`config.mk`:
```
export PLATFORM = sky130hd
export DESIGN_NAME = mpcp_frame_field_parser
export DESIGN_NICKNAME = d
export VERILOG_FILES = /design/src/hw/rtl/mffp_pkg.sv /design/src/hw/rtl/mpcp_frame_field_parser.sv /design/src/hw/rtl/mffp_core.sv /design/src/hw/rtl/mffp_fifo.sv
export SDC_FILE = /design/constraint.sdc
export NUM_CORES = 1
export LEC_CHECK = 0
export CORE_AREA = 2 2 212 298
export DETAILED_ROUTE_END_ITERATION = 10
export DIE_AREA = 0 0 214 300
export DONT_BUFFER_PORTS = 1
export PLACE_DENSITY_LB_ADDON = 0.08
export SYNTH_ARGS = -nofsm -noshare
export SYNTH_HDL_FRONTEND = slang
export SYNTH_HIERARCHICAL = 1
export SYNTH_SLANG_ARGS = --single-unit
```
`constraint.sdc`:
```
create_clock -name clk -period 5.95 [get_ports clk]
set_input_delay 0.595 -clock clk [delete_from_list [all_inputs] [get_ports clk]]
set_output_delay 0.595 -clock clk [all_outputs]
set_load 0.005 [all_outputs]
```
`src/hw/rtl/mffp_pkg.sv`:
```
package mffp_pkg;

	// parse phases, encoded so that a simple field's phase equals its record kind
	typedef enum logic [4:0] {
		PH_OPC      = 5'd0,
		PH_TS       = 5'd1,
		PH_GFLAGS   = 5'd2,
		PH_GSTART   = 5'd3,
		PH_GLEN     = 5'd4,
		PH_SYNC     = 5'd5,
		PH_SETCNT   = 5'd6,
		PH_BITMAP   = 5'd7,
		PH_QREP     = 5'd8,
		PH_RR_FLAGS = 5'd9,
		PH_RR_PEND  = 5'd10,
		PH_R_PORT   = 5'd11,
		PH_R_FLAGS  = 5'd12,
		PH_R_SYNC   = 5'd13,
		PH_R_PEND   = 5'd14,
		PH_A_FLAGS  = 5'd15,
		PH_A_PORT   = 5'd16,
		PH_A_SYNC   = 5'd17,
		PH_SKIP     = 5'd18
	} phase_t;

	// record kinds
	localparam logic [4:0] KIND_OPCODE = 5'd0;
	localparam logic [4:0] KIND_TS     = 5'd1;
	localparam logic [4:0] KIND_GFLAGS = 5'd2;
	localparam logic [4:0] KIND_GSTART = 5'd3;
	localparam logic [4:0] KIND_GLEN   = 5'd4;
	localparam logic [4:0] KIND_SETCNT = 5'd6;
	localparam logic [4:0] KIND_BITMAP = 5'd7;
	localparam logic [4:0] KIND_QREP   = 5'd8;
	localparam logic [4:0] KIND_END_OK = 5'd18;
	localparam logic [4:0] KIND_TRUNC  = 5'd19;

	// opcodes
	localparam logic [15:0] OP_PAUSE   = 16'h0001;
	localparam logic [15:0] OP_GATE    = 16'h0002;
	localparam logic [15:0] OP_REPORT  = 16'h0003;
	localparam logic [15:0] OP_REG_REQ = 16'h0004;
	localparam logic [15:0] OP_REG     = 16'h0005;
	localparam logic [15:0] OP_REG_ACK = 16'h0006;

	localparam logic [2:0] GRANT_MASK = 3'h7;

	// one output record
	typedef struct packed {
		logic [4:0]  kind;
		logic [7:0]  set_num;
		logic [3:0]  item_num;
		logic [31:0] value;
		logic        last;
	} record_t;

	// bytes per field for each phase
	function automatic logic [2:0] field_len(input phase_t ph);
		logic [2:0] len;
		unique case (ph)
			PH_TS, PH_GSTART:                          len = 3'd4;
			PH_OPC, PH_GLEN, PH_SYNC, PH_QREP,
			PH_R_PORT, PH_R_SYNC, PH_A_PORT, PH_A_SYNC: len = 3'd2;
			PH_SKIP:                                    len = 3'd0;
			default:                                    len = 3'd1;
		endcase
		return len;
	endfunction

	// queue number plus one of the lowest set bit, zero when none
	function automatic logic [3:0] lowest_queue(input logic [7:0] bits);
		logic [3:0] q;
		q = 4'd0;
		for (int i = 7; i >= 0; i--) begin
			if (bits[i]) begin
				q = 4'(i + 1);
			end
		end
		return q;
	endfunction

endpackage

```
`src/hw/rtl/mpcp_frame_field_parser.sv`:
```
// MPCP frame field parser.
// Input channel: one frame byte per beat (data_byte, frame_end marks the
// last byte), taken while in_valid is high and in_stall is low.
// Output channel: one record per beat (field_kind, set_number, item_number,
// value, last); the receiver holds it with out_stall.
// Config channel: cfg_data is the verbose bit, written when cfg_valid and
// cfg_ready are high; cfg_ready is always high. Write it only while idle.
// Each byte is decoded in the cycle it is taken; its records are registered
// into the output queue and reach the output in order behind older records.
// Throughput is one byte per cycle while in_stall is low. A byte that
// completes a recorded field and ends the frame yields two records, in that order.
// in_stall rises when the output queue (DEPTH records) has fewer than two
// free entries, so a receiver stall backs up into the input after the
// queue fills.
// Reset empties the queue, returns the parser to expecting an opcode and
// sets verbose to 1.
module mpcp_frame_field_parser #(
	parameter int DEPTH = 4
) (
	input  logic        clk,
	input  logic        arst_n,
	input  logic        in_valid,
	output logic        in_stall,
	input  logic [7:0]  data_byte,
	input  logic        frame_end,
	output logic        out_valid,
	input  logic        out_stall,
	output logic [4:0]  field_kind,
	output logic [7:0]  set_number,
	output logic [3:0]  item_number,
	output logic [31:0] value,
	output logic        last,
	input  logic        cfg_valid,
	output logic        cfg_ready,
	input  logic        cfg_data
);

	logic              verbose_q;
	logic              in_beat, out_beat, room;
	logic              rec0_valid, rec1_valid;
	mffp_pkg::record_t rec0, rec1, head;

	assign in_stall  = !room;
	assign in_beat   = in_valid && !in_stall;
	assign out_beat  = out_valid && !out_stall;
	assign cfg_ready = 1'b1;

	// configuration register
	always_ff @(posedge clk or negedge arst_n) begin
		if (!arst_n) begin
			verbose_q <= 1'b1;
		end else if (cfg_valid && cfg_ready) begin
			verbose_q <= cfg_data;
		end
	end

	// byte decode
	mffp_core u_core (
		.clk        (clk),
		.arst_n     (arst_n),
		.accept     (in_beat),
		.data_byte  (data_byte),
		.frame_end  (frame_end),
		.verbose    (verbose_q),
		.rec0       (rec0),
		.rec0_valid (rec0_valid),
		.rec1       (rec1),
		.rec1_valid (rec1_valid)
	);

	// output queue
	mffp_fifo #(
		.DEPTH (DEPTH)
	) u_fifo (
		.clk       (clk),
		.arst_n    (arst_n),
		.wr0       (in_beat && rec0_valid),
		.wdata0    (rec0),
		.wr1       (in_beat && rec1_valid),
		.wdata1    (rec1),
		.rd        (out_beat),
		.rdata     (head),
		.not_empty (out_valid),
		.room      (room)
	);

	assign field_kind  = head.kind;
	assign set_number  = head.set_num;
	assign item_number = head.item_num;
	assign value       = head.value;
	assign last        = head.last;

`ifndef SYNTHESIS
	// end records and only they carry last
	a_last_kind: assert property (@(posedge clk) disable iff (!arst_n)
		out_valid |-> (last == (field_kind == mffp_pkg::KIND_END_OK ||
			field_kind == mffp_pkg::KIND_TRUNC)))
		else $error("last flag does not match record kind");

	// set number only on report bitmap and queue records
	a_set_kind: assert property (@(posedge clk) disable iff (!arst_n)
		(out_valid && set_number != 8'd0) |->
			(field_kind == mffp_pkg::KIND_BITMAP || field_kind == mffp_pkg::KIND_QREP))
		else $error("set number on a record without a queue set");

	// item number only on grants and queue reports
	a_item_kind: assert property (@(posedge clk) disable iff (!arst_n)
		(out_valid && item_number != 4'd0) |->
			(field_kind == mffp_pkg::KIND_GSTART || field_kind == mffp_pkg::KIND_GLEN ||
			field_kind == mffp_pkg::KIND_QREP))
		else $error("item number on a record without grant or queue");

	// a record from an accepted byte always reaches the output queue by the next cycle
	a_rec_visible: assert property (@(posedge clk) disable iff (!arst_n)
		(in_beat && rec0_valid) |=> out_valid)
		else $error("record lost after accepted byte");
`endif

endmodule

```
`src/hw/rtl/mffp_core.sv`:
```
module mffp_core (
	input  logic               clk,
	input  logic               arst_n,
	input  logic               accept,
	input  logic [7:0]         data_byte,
	input  logic               frame_end,
	input  logic               verbose,
	output mffp_pkg::record_t  rec0,
	output logic               rec0_valid,
	output mffp_pkg::record_t  rec1,
	output logic               rec1_valid
);

	mffp_pkg::phase_t phase_q, phase_d, phase_adv;
	logic [2:0]  bif_q, bif_d, bif_inc;
	logic [31:0] acc_q, acc_d, acc_sh;
	logic [15:0] opcode_q, opcode_d;
	logic [2:0]  grants_q, grants_d;
	logic [2:0]  grant_q, grant_d;
	logic [7:0]  sets_q, sets_d;
	logic [7:0]  set_q, set_d;
	logic [7:0]  bitmap_q, bitmap_d, bm_clr, bm_src;
	logic [3:0]  queue_q, queue_d, low_idx;
	logic        done;
	mffp_pkg::record_t r_end;

	// field assembly and queue selection
	always_comb begin
		acc_sh  = {acc_q[23:0], data_byte};
		bif_inc = bif_q + 3'd1;
		done    = (phase_q != mffp_pkg::PH_SKIP) &&
			(bif_inc >= mffp_pkg::field_len(phase_q));

		// bitmap after the current queue is reported
		bm_clr = bitmap_q;
		if (queue_q >= 4'd1 && queue_q <= 4'd8) begin
			bm_clr = bitmap_q & ~(8'd1 << (queue_q - 4'd1));
		end
		bm_src  = (phase_q == mffp_pkg::PH_BITMAP) ? acc_sh[7:0] : bm_clr;
		low_idx = mffp_pkg::lowest_queue(bm_src);
	end

	// next parse state
	always_comb begin
		phase_adv = phase_q;
		bif_d     = bif_q;
		acc_d     = acc_q;
		opcode_d  = opcode_q;
		grants_d  = grants_q;
		grant_d   = grant_q;
		sets_d    = sets_q;
		set_d     = set_q;
		bitmap_d  = bitmap_q;
		queue_d   = queue_q;

		if (phase_q != mffp_pkg::PH_SKIP) begin
			acc_d = acc_sh;
			bif_d = bif_inc;
		end

		// field complete
		if (done) begin
			acc_d = '0;
			bif_d = '0;
			unique case (phase_q)
				mffp_pkg::PH_OPC: begin
					opcode_d  = acc_sh[15:0];
					phase_adv = mffp_pkg::PH_TS;
				end
				mffp_pkg::PH_TS: begin
					if (!verbose) begin
						phase_adv = mffp_pkg::PH_SKIP;
					end else if (opcode_q == mffp_pkg::OP_GATE) begin
						phase_adv = mffp_pkg::PH_GFLAGS;
					end else if (opcode_q == mffp_pkg::OP_REPORT) begin
						phase_adv = mffp_pkg::PH_SETCNT;
					end else if (opcode_q == mffp_pkg::OP_REG_REQ) begin
						phase_adv = mffp_pkg::PH_RR_FLAGS;
					end else if (opcode_q == mffp_pkg::OP_REG) begin
						phase_adv = mffp_pkg::PH_R_PORT;
					end else if (opcode_q == mffp_pkg::OP_REG_ACK) begin
						phase_adv = mffp_pkg::PH_A_FLAGS;
					end else begin
						phase_adv = mffp_pkg::PH_SKIP;
					end
				end
				mffp_pkg::PH_GFLAGS: begin
					grants_d = acc_sh[2:0] & mffp_pkg::GRANT_MASK;
					if ((acc_sh[2:0] & mffp_pkg::GRANT_MASK) == 3'd0) begin
						phase_adv = mffp_pkg::PH_SYNC;
					end else begin
						grant_d   = 3'd1;
						phase_adv = mffp_pkg::PH_GSTART;
					end
				end
				mffp_pkg::PH_GSTART: begin
					phase_adv = mffp_pkg::PH_GLEN;
				end
				mffp_pkg::PH_GLEN: begin
					if (grant_q >= grants_q) begin
						phase_adv = mffp_pkg::PH_SYNC;
					end else begin
						grant_d   = grant_q + 3'd1;
						phase_adv = mffp_pkg::PH_GSTART;
					end
				end
				mffp_pkg::PH_SETCNT: begin
					sets_d = acc_sh[7:0];
					if (acc_sh[7:0] == 8'd0) begin
						phase_adv = mffp_pkg::PH_SKIP;
					end else begin
						set_d     = 8'd1;
						phase_adv = mffp_pkg::PH_BITMAP;
					end
				end
				mffp_pkg::PH_BITMAP, mffp_pkg::PH_QREP: begin
					// pick next queue, or move to the next set, or end the body after the last set
					bitmap_d = bm_src;
					if (bm_src == 8'd0) begin
						queue_d = 4'd0;
						if (set_q >= sets_q) begin
							phase_adv = mffp_pkg::PH_SKIP;
						end else begin
							set_d     = set_q + 8'd1;
							phase_adv = mffp_pkg::PH_BITMAP;
						end
					end else begin
						queue_d   = low_idx;
						phase_adv = mffp_pkg::PH_QREP;
					end
				end
				default: begin
					if (phase_q == mffp_pkg::PH_SYNC || phase_q == mffp_pkg::PH_RR_PEND ||
						phase_q == mffp_pkg::PH_R_PEND || phase_q == mffp_pkg::PH_A_SYNC) begin
						phase_adv = mffp_pkg::PH_SKIP;
					end else begin
						phase_adv = mffp_pkg::phase_t'(phase_q + 5'd1);
					end
				end
			endcase
		end

		// clear per-frame state on the last byte
		phase_d = phase_adv;
		if (frame_end) begin
			phase_d  = mffp_pkg::PH_OPC;
			bif_d    = '0;
			acc_d    = '0;
			opcode_d = '0;
			grants_d = '0;
			grant_d  = '0;
			sets_d   = '0;
			set_d    = '0;
			bitmap_d = '0;
			queue_d  = '0;
		end
	end

	// records for the byte
	always_comb begin
		rec0       = '0;
		rec1       = '0;
		rec0_valid = 1'b0;
		rec1_valid = 1'b0;
		r_end      = '0;

		// field record
		if (done) begin
			rec0.value = acc_sh;
			rec0_valid = 1'b1;
			unique case (phase_q)
				mffp_pkg::PH_OPC: begin
					rec0.kind  = mffp_pkg::KIND_OPCODE;
					rec0.value = {16'd0, acc_sh[15:0]};
				end
				mffp_pkg::PH_TS: begin
					rec0.kind  = mffp_pkg::KIND_TS;
					rec0_valid = (opcode_q != mffp_pkg::OP_PAUSE);
				end
				mffp_pkg::PH_GFLAGS: begin
					rec0.kind = mffp_pkg::KIND_GFLAGS;
				end
				mffp_pkg::PH_GSTART: begin
					rec0.kind     = mffp_pkg::KIND_GSTART;
					rec0.item_num = {1'b0, grant_q};
				end
				mffp_pkg::PH_GLEN: begin
					rec0.kind     = mffp_pkg::KIND_GLEN;
					rec0.item_num = {1'b0, grant_q};
				end
				mffp_pkg::PH_SETCNT: begin
					rec0.kind = mffp_pkg::KIND_SETCNT;
				end
				mffp_pkg::PH_BITMAP: begin
					rec0.kind    = mffp_pkg::KIND_BITMAP;
					rec0.set_num = set_q;
				end
				mffp_pkg::PH_QREP: begin
					rec0.kind     = mffp_pkg::KIND_QREP;
					rec0.set_num  = set_q;
					rec0.item_num = queue_q;
				end
				default: begin
					rec0.kind = phase_q;
				end
			endcase
		end

		// end of frame record after any field record
		if (frame_end) begin
			r_end.kind = (phase_adv == mffp_pkg::PH_SKIP) ?
				mffp_pkg::KIND_END_OK : mffp_pkg::KIND_TRUNC;
			r_end.last = 1'b1;
			if (rec0_valid) begin
				rec1       = r_end;
				rec1_valid = 1'b1;
			end else begin
				rec0       = r_end;
				rec0_valid = 1'b1;
			end
		end
	end

	// parse state
	always_ff @(posedge clk or negedge arst_n) begin
		if (!arst_n) begin
			phase_q  <= mffp_pkg::PH_OPC;
			bif_q    <= '0;
			acc_q    <= '0;
			opcode_q <= '0;
			grants_q <= '0;
			grant_q  <= '0;
			sets_q   <= '0;
			set_q    <= '0;
			bitmap_q <= '0;
			queue_q  <= '0;
		end else if (accept) begin
			phase_q  <= phase_d;
			bif_q    <= bif_d;
			acc_q    <= acc_d;
			opcode_q <= opcode_d;
			grants_q <= grants_d;
			grant_q  <= grant_d;
			sets_q   <= sets_d;
			set_q    <= set_d;
			bitmap_q <= bitmap_d;
			queue_q  <= queue_d;
		end
	end

endmodule

```
`src/hw/rtl/mffp_fifo.sv`:
```
module mffp_fifo #(
	parameter int DEPTH = 4
) (
	input  logic               clk,
	input  logic               arst_n,
	input  logic               wr0,
	input  mffp_pkg::record_t  wdata0,
	input  logic               wr1,
	input  mffp_pkg::record_t  wdata1,
	input  logic               rd,
	output mffp_pkg::record_t  rdata,
	output logic               not_empty,
	output logic               room
);

	localparam int PTR_W = (DEPTH > 1) ? $clog2(DEPTH) : 1;
	localparam int CNT_W = $clog2(DEPTH + 1);
	localparam logic [PTR_W-1:0] LAST_PTR = PTR_W'(DEPTH - 1);

	mffp_pkg::record_t mem_q [DEPTH];
	logic [PTR_W-1:0] head_q, tail_q, tail1;
	logic [CNT_W-1:0] count_q, count_d;
	logic             room_q;

	function automatic logic [PTR_W-1:0] ptr_next(input logic [PTR_W-1:0] p);
		return (p == LAST_PTR) ? '0 : p + PTR_W'(1);
	endfunction

	assign tail1     = ptr_next(tail_q);
	assign rdata     = mem_q[head_q];
	assign not_empty = (count_q != '0);
	assign room      = room_q;
	assign count_d   = count_q + CNT_W'(wr0) + CNT_W'(wr1) - CNT_W'(rd);

	// storage, one or two beats written per cycle
	always_ff @(posedge clk) begin
		if (wr0) begin
			mem_q[tail_q] <= wdata0;
		end
		if (wr1) begin
			mem_q[tail1] <= wdata1;
		end
	end

	// pointers and fill level
	always_ff @(posedge clk or negedge arst_n) begin
		if (!arst_n) begin
			head_q  <= '0;
			tail_q  <= '0;
			count_q <= '0;
			room_q  <= 1'b1;
		end else begin
			if (rd) begin
				head_q <= ptr_next(head_q);
			end
			if (wr1) begin
				tail_q <= ptr_next(tail1);
			end else if (wr0) begin
				tail_q <= tail1;
			end
			count_q <= count_d;
			room_q  <= (count_d <= CNT_W'(DEPTH - 2));
		end
	end

endmodule

```
==> reports/results.tsv, run 1 <==
metric	value	unit
status	finished clean	
gp_congestion	0.815	
htree_levels	2	
worstPathRequired	6.41	ns
fmax	209	MHz
hold_start	frame_end	
tightest_slew	1.20	ns
grt_max_degree	92	
syn2layout_area_growth	10.6	%
seq_area_frac_synth	0.521	
peakVddDrop	0.448	mV
cts_sinks	291	
post_cts_resize_count	0	
die_w	214	um
vias	9444	
post-route-util	0.286	
nets	1210	
r2r-start	u_core/phase_q[2]	
critPathKind	reg2reg	
die_y	300	um
critPathMaxFanout	18	
setup_ws	1.16	ns
worstRegToRegCells	20	
wl_per_cell	23.2	um
critPathCaptureType	flop	
cts_tree	built	
cp-start-kind	flop	
grt_pass1_vias	10300	
drv_slew	0	
hold_viol	0	
stdcell_count	2016	
maxSlewHeadroom	0.191	
clk_latency	0.53	ns
drive_gt1_frac	0.306	
pre_cts_ws	1.17	ns
async_flop_share	0.313	
ys_ff_latch	291	
ys_types	89	
multi_input_area	6740	sq um
drtPass1Iterations	6	
num-fill-cells	6234	
num_rows	108	
cts_made_buffers	35	
start_util	0.258	
ys_warn_count	6	
die_area	64200	sq um
antenna_found_initial	0	
dpl.hpwl	30400	um
setup_tns	0	ns
period_minus_slack	4.79	ns
core_area	61500	sq um
drt_iter0_markers	520	
grt_first_pass_wirelength	70300	um
synth_edf_count	200	
whs_path_depth	1	
grt_usage	0.146	
r2r-end	u_fifo/room	
p_leak	6.87	nW
wl	46800	um
drv_cap	0	
regArea	8290	sq um
rsz0062_at_grt	no	
worstPathArrival	5.25	ns
port_buffers	0	
antenna_cells	0	
overflow	0	
timing.final.crit_share	0.805	
cts-root-buf	clkbuf_16	
finalSetupViolations	0	
fin_worst_skew	0.0190	ns
final_antenna_net_count	0	
synth.avg_cell_area	13.5	sq um
drc	0	
p_per_area	521	nW/um^2
ys.flop_type	edfxtp_1	
rrSetupSlack	1.16	ns
placed_cells	1950	
hold_class	in2reg	
netlist_area	15900	sq um
path_clk_slew	0.06	ns
via_per_inst	4.68	
io_pins	68	
synth_cells	1174	
ctsLongestPathBuffers	3	
hold_end	u_core/grants_q[1]	
==> area by class of cell <==
type	instances	share of cell area
Sequential cell	291	0.472
Multi-Input combinational cell	778	0.383
Tap cell	825	0.0588
Clock buffer	49	0.0546
Timing Repair Buffer	26	0.0181
Inverter	32	0.00684
Clock inverter	15	0.00648
==> cells in the mapped netlist (4+ instances only) <==
cell type | number | area (sq um)
nand3_1 | 26 | 130
a22o_1 | 30 | 263
o31ai_1 | 4 | 30.0
a21oi_1 | 18 | 90.1
nand2_1 | 87 | 327
ha_1 | 29 | 363
mux4_2 | 48 | 1080
dfrtp_1 | 89 | 2230
nor2b_1 | 14 | 87.6
nand4_1 | 6 | 37.5
xnor2_1 | 5 | 43.8
buf_2 | 7 | 35.0
edfxtp_1 | 200 | 6010
a21o_1 | 4 | 30.0
o21ai_0 | 45 | 225
a211oi_1 | 4 | 30.0
and2_1 | 21 | 131
nand2b_1 | 6 | 37.5
mux2_2 | 207 | 2330
buf_6 | 24 | 270
or3_1 | 4 | 25.0
clkbuf_1 | 23 | 86.3
inv_1 | 32 | 120
a22oi_1 | 7 | 52.6
nor3_1 | 14 | 70.1
buf_4 | 52 | 390
buf_12 | 5 | 100
nor2_1 | 35 | 131
and3_1 | 26 | 163
nand2_2 | 4 | 25.0
o22ai_1 | 8 | 50.1
==> how the worst max path moves through the flow <==
stage / start / endpoint
6_report: u_core/phase_q[2] / u_fifo/room
5_1_grt: u_core/phase_q[0] / u_fifo/room
3_3_place_gp: u_core/phase_q[2] / u_fifo/room
2_1_floorplan: u_core/phase_q[3] / u_fifo/mem_q[0][0]
3_5_place_dp: u_core/phase_q[2] / u_fifo/room
4_1_cts: u_core/phase_q[2] / u_fifo/room
==> critical path: stages, from the launching register on <==
cell and delay, ns:
dfrtp_1 0.36, buf_4 0.20, inv_1 0.32, a211oi_1 0.08, a311oi_1 0.33, a22oi_1 0.12, ha_1 0.29, nand2b_1 0.09
a31oi_1 0.15, or2_1 0.45, nor2_1 0.25, and2_1 0.18, and3_1 0.40, inv_1 0.12, ha_1 0.29, inv_1 0.05
fa_1 0.36, inv_1 0.08, fa_1 0.42, inv_1 0.09, a21oi_1 0.07
==> what timing repair did <==
item / CTS / global route
setup buffers: 0 / 0
hold buffers: 2 / 0
endpoints found under the hold margin: 91 / 0
==> routing by layer <==
| metal | track usage | vias up | share of wire |
|---|---|---|---|
| met4 | 0.0431 | 0 | 0.024 |
| met5 | 0 | - | 0 |
| met2 | 0.268 | 136 | 0.52 |
| li1 | - | 4348 | - |
| met1 | 0.178 | 4910 | 0.42 |
| met3 | 0.0199 | 50 | 0.030 |
==> stage by stage <==
| step | power, mW | cell area (sq um) | hold slack, ns |
|---|---|---|---|
| 6_report | 9.15 | 17600 | 0.156 |
| 5_1_grt | 9.78 | 17600 | 0.126 |
| 4_1_cts | 9.38 | 17600 | 0.133 |
| 3_5_place_dp | 7.23 | 16500 | 0.309 |
| 3_3_place_gp | 7.21 | 16500 | 0.308 |
| 2_1_floorplan | 5.99 | 16100 | 0.299 |
==> power by group <==
part,switching (mW),internal [mW]
logic,2.33,1.61
registers,0.319,2.83
clock network,0.885,1.18
==> cells by family after synthesis <==
kind of cell / Yosys count / synth area share
and+or+nand+nor: 270 / 0.0890
muxes: 260 / 0.220
adders and majority gates: 31 / 0.0254
xor gates and xnor gates: 9 / 0.00591
buffers and inverters: 150 / 0.0661
AOI/OAI and AO/OA: 161 / 0.0716
other: 2 / 0.000473
DFF: 291 / 0.521
==> sequential cells by signal (all words and copies together), names as in the netlist <==
register         flops
u_fifo/room          1
verbose_q            1
u_core/bitmap_q      8
u_core/sets_q        8
u_core/set_q         8
u_fifo/count_q       3
u_core/phase_q       5
u_core/grant_q       3
u_core/bif_q         3
u_fifo/mem_q       200
u_fifo/head_q        2
u_core/opcode_q     16
u_core/grants_q      3
u_core/queue_q       4
u_core/acc_q        24
u_fifo/tail_q        2
==> placed cells by master, fill, tap and decap left out, types with 18 or more instances in the layout <==
master	count
mux2_2	207
a22o_1	30
nand3_1	26
clkbuf_16	35
nor2_1	35
nand2_1	83
ha_1	29
conb_1	47
o21ai_0	44
edfxtp_1	200
and2_1	21
dfrtp_1	87
a21oi_1	18
inv_1	32
and3_1	26
mux4_2	48
No activity file was read; power rests on OpenSTA's default activity.
==> run 2, diff against run 1 <==
==> constraint.sdc (replaced) <==
create_clock -name clk -period 4.12 [get_ports clk]
set_input_delay 0.412 -clock clk [delete_from_list [all_inputs] [get_ports clk]]
set_output_delay 0.412 -clock clk [all_outputs]
set_load 0.005 [all_outputs]
==> reports/results.tsv, run 2 (synthesized netlist as in run 1, its figures left out) <==
metric	value	unit	change
largest_register_ffs	200		unchanged
grt_pass1_vias	10300		+0.42%
critPathCaptureType	flop		
num_rows	108		unchanged
swShare	0.380		-0.00617
cts_tree	built		
worstPathArrival	4.28	ns	-0.97 ns
cp-start-kind	flop		
die_w	214	um	unchanged
via_per_inst	4.63		-1.2%
antenna_found_initial	1		+1
start_util	0.258		unchanged
worstPathRequired	4.58	ns	-1.83 ns
overflow	0		unchanged
rrSetupSlack	0.30	ns	-0.86 ns
drv_slew	0		unchanged
drive_gt1_frac	0.331		+0.0242
drtPass1Iterations	6		unchanged
wl_per_cell	23.1	um	-0.43%
pwr-share-seq	0.334		-0.010
htree_levels	2		unchanged
clk_latency	0.53	ns	about the same
setup_ws	0.298	ns	-0.863 ns
path_clk_slew	0.06	ns	about the same
ctsLongestPathBuffers	3		unchanged
critPathKind	reg2reg		
port_buffers	0		unchanged
drv_cap	0		unchanged
cts-root-buf	clkbuf_16		
maxSlewHeadroom	0.334		+0.143
cts_made_buffers	36		+2.9%
io_pins	68		unchanged
peakVddDrop	0.354	mV	-21%
p_sw	5.21	mW	+47%
p_per_area	764	nW/um^2	+47%
final_area	18000	sq um	+2.2%
dpl.hpwl	31200	um	+2.5%
layout_commonest_cell	mux2_2		
layout_common_cells	mux2_2, edfxtp_1, dfrtp_1		
worstRegToRegCells	19		-5.0%
die_area	64200	sq um	unchanged
intPower	8.50	mW	+51%
grt_max_degree	92		unchanged
wl	47500	um	+1.5%
finalSetupViolations	0		unchanged
core_area	61500	sq um	unchanged
grt_first_pass_wirelength	70400	um	+0.25%
final_antenna_net_count	0		unchanged
drc	0		unchanged
vias	9514		+0.74%
fmax	262	MHz	+25%
regArea	8290	sq um	unchanged
placed_cell_area	16800	sq um	+1.8%
period_minus_slack	3.82	ns	-0.967 ns
hold_class	in2reg		
die_y	300	um	unchanged
multi_input_area	6760	sq um	+0.43%
syn2layout_area_growth	13.0	%	
tightest_slew	0.992	ns	-0.213 ns
num-fill-cells	6254		+0.32%
rsz0062_at_grt	no		
r2r-start	u_core/phase_q[0]		
pre_cts_ws	0.0873	ns	-1.08 ns
gp_congestion	0.818		+0.38%
antenna_cells	0		unchanged
nets	1249		+3.2%
status	finished clean		
hold_start	cfg_valid		
combPwrFrac	0.446		+0.015
r2r-end	u_fifo/room		
cts_sinks	291		unchanged
grt_usage	0.148		+0.00165
critPathMaxFanout	4		-14
hold_end	verbose_q		
top_register	u_fifo/mem_q		
reg_top3	u_fifo/mem_q: 200 flops, u_core/acc_q: 24 flops, u_core/opcode_q: 16 flops		
pwr-share-clk	0.220		-0.005
whs_path_depth	1		unchanged
fin_worst_skew	0.0232	ns	+0.00413 ns
hold_viol	0		unchanged
timing.final.crit_share	0.928		+0.123
p_leak	7.08	nW	+2.9%
drt_iter0_markers	509		-2.1%
[run 2: metrics by stage]
stage / hold slack [ns] / util / setup TNS, ns / instances / power (mW)
after global routing: 0.0161 / 0.292 / 0 / 2056 / 14.6
after detailed placement: 0.122 / 0.273 / 0 / 1985 / 10.8
after CTS: 0.00857 / 0.291 / 0 / 2055 / 14.0
after global placement: 0.121 / 0.272 / -6.59 / 1984 / 10.8
after floorplan: 0.116 / - / 0 / 1219 / 8.64
final: 0.0394 / 0.292 / 0 / 2056 / 13.7
[run 2: per-layer routing]
metal / share of wire / GRT usage / wire, um / up-vias
li1: - / - / - / 4430
met5: 0 / 0 / 0 / -
met1: 0.41 / 0.177 / 19500 / 4884
met3: 0.036 / 0.0204 / 1710 / 56
met4: 0.025 / 0.0470 / 1180 / 0
met2: 0.53 / 0.273 / 25100 / 144
[run 2: power groups by stage]
stage          Clock (mW)  Combinational (mW)  Sequential [mW]
2_1_floorplan           0                4.31             4.34
3_3_place_gp            0                6.13             4.67
3_5_place_dp            0                6.15             4.67
4_1_cts              3.17                6.20             4.61
5_1_grt              3.26                6.72             4.67
6_report             3.02                6.11             4.58
[run 2: worst max-delay path, stage by stage, from the launching register on]
cell and delay [ns]:
dfrtp_1 0.41, inv_2 0.12, ha_4 0.22, a311oi_2 0.30
a22oi_1 0.12, ha_1 0.28, nand2b_1 0.09, a31oi_1 0.10
or2_1 0.26, nor2_2 0.10, and2_4 0.18, and3_1 0.20
inv_1 0.08, ha_1 0.27, inv_1 0.04, fa_1 0.35
inv_1 0.08, fa_1 0.41, inv_1 0.08, a21oi_1 0.06
[run 2: area by class of cell]
cell class	count	area share
clock buffer	56	0.0583
timing repair buffer	64	0.0357
sequential	291	0.462
tap	825	0.0575
inverter	32	0.00669
clock inverter	10	0.00314
multi-input combinational	778	0.377
[run 2: repair_timing]
action	4_1_cts	5_1_grt
setup buffers	0	1
hold buffers	4	0
endpoints found under the hold margin	96	0
endpoints found under the setup margin	0	15
resized for setup	0	8
[run 2: worst max-delay path by stage]
stage                      startpoint             endpoint  slack, ns  depth (start not counted)
global route        u_core/phase_q[0]          u_fifo/room       0.02                         19
global placement    u_core/phase_q[0]  u_fifo/mem_q[0][18]      -0.12                         14
finish              u_core/phase_q[0]          u_fifo/room       0.30                         19
detailed placement  u_core/phase_q[0]          u_fifo/room       0.09                         19
CTS                 u_core/phase_q[0]          u_fifo/room       0.07                         19
floorplan           u_core/phase_q[3]          u_fifo/room       0.12                         21
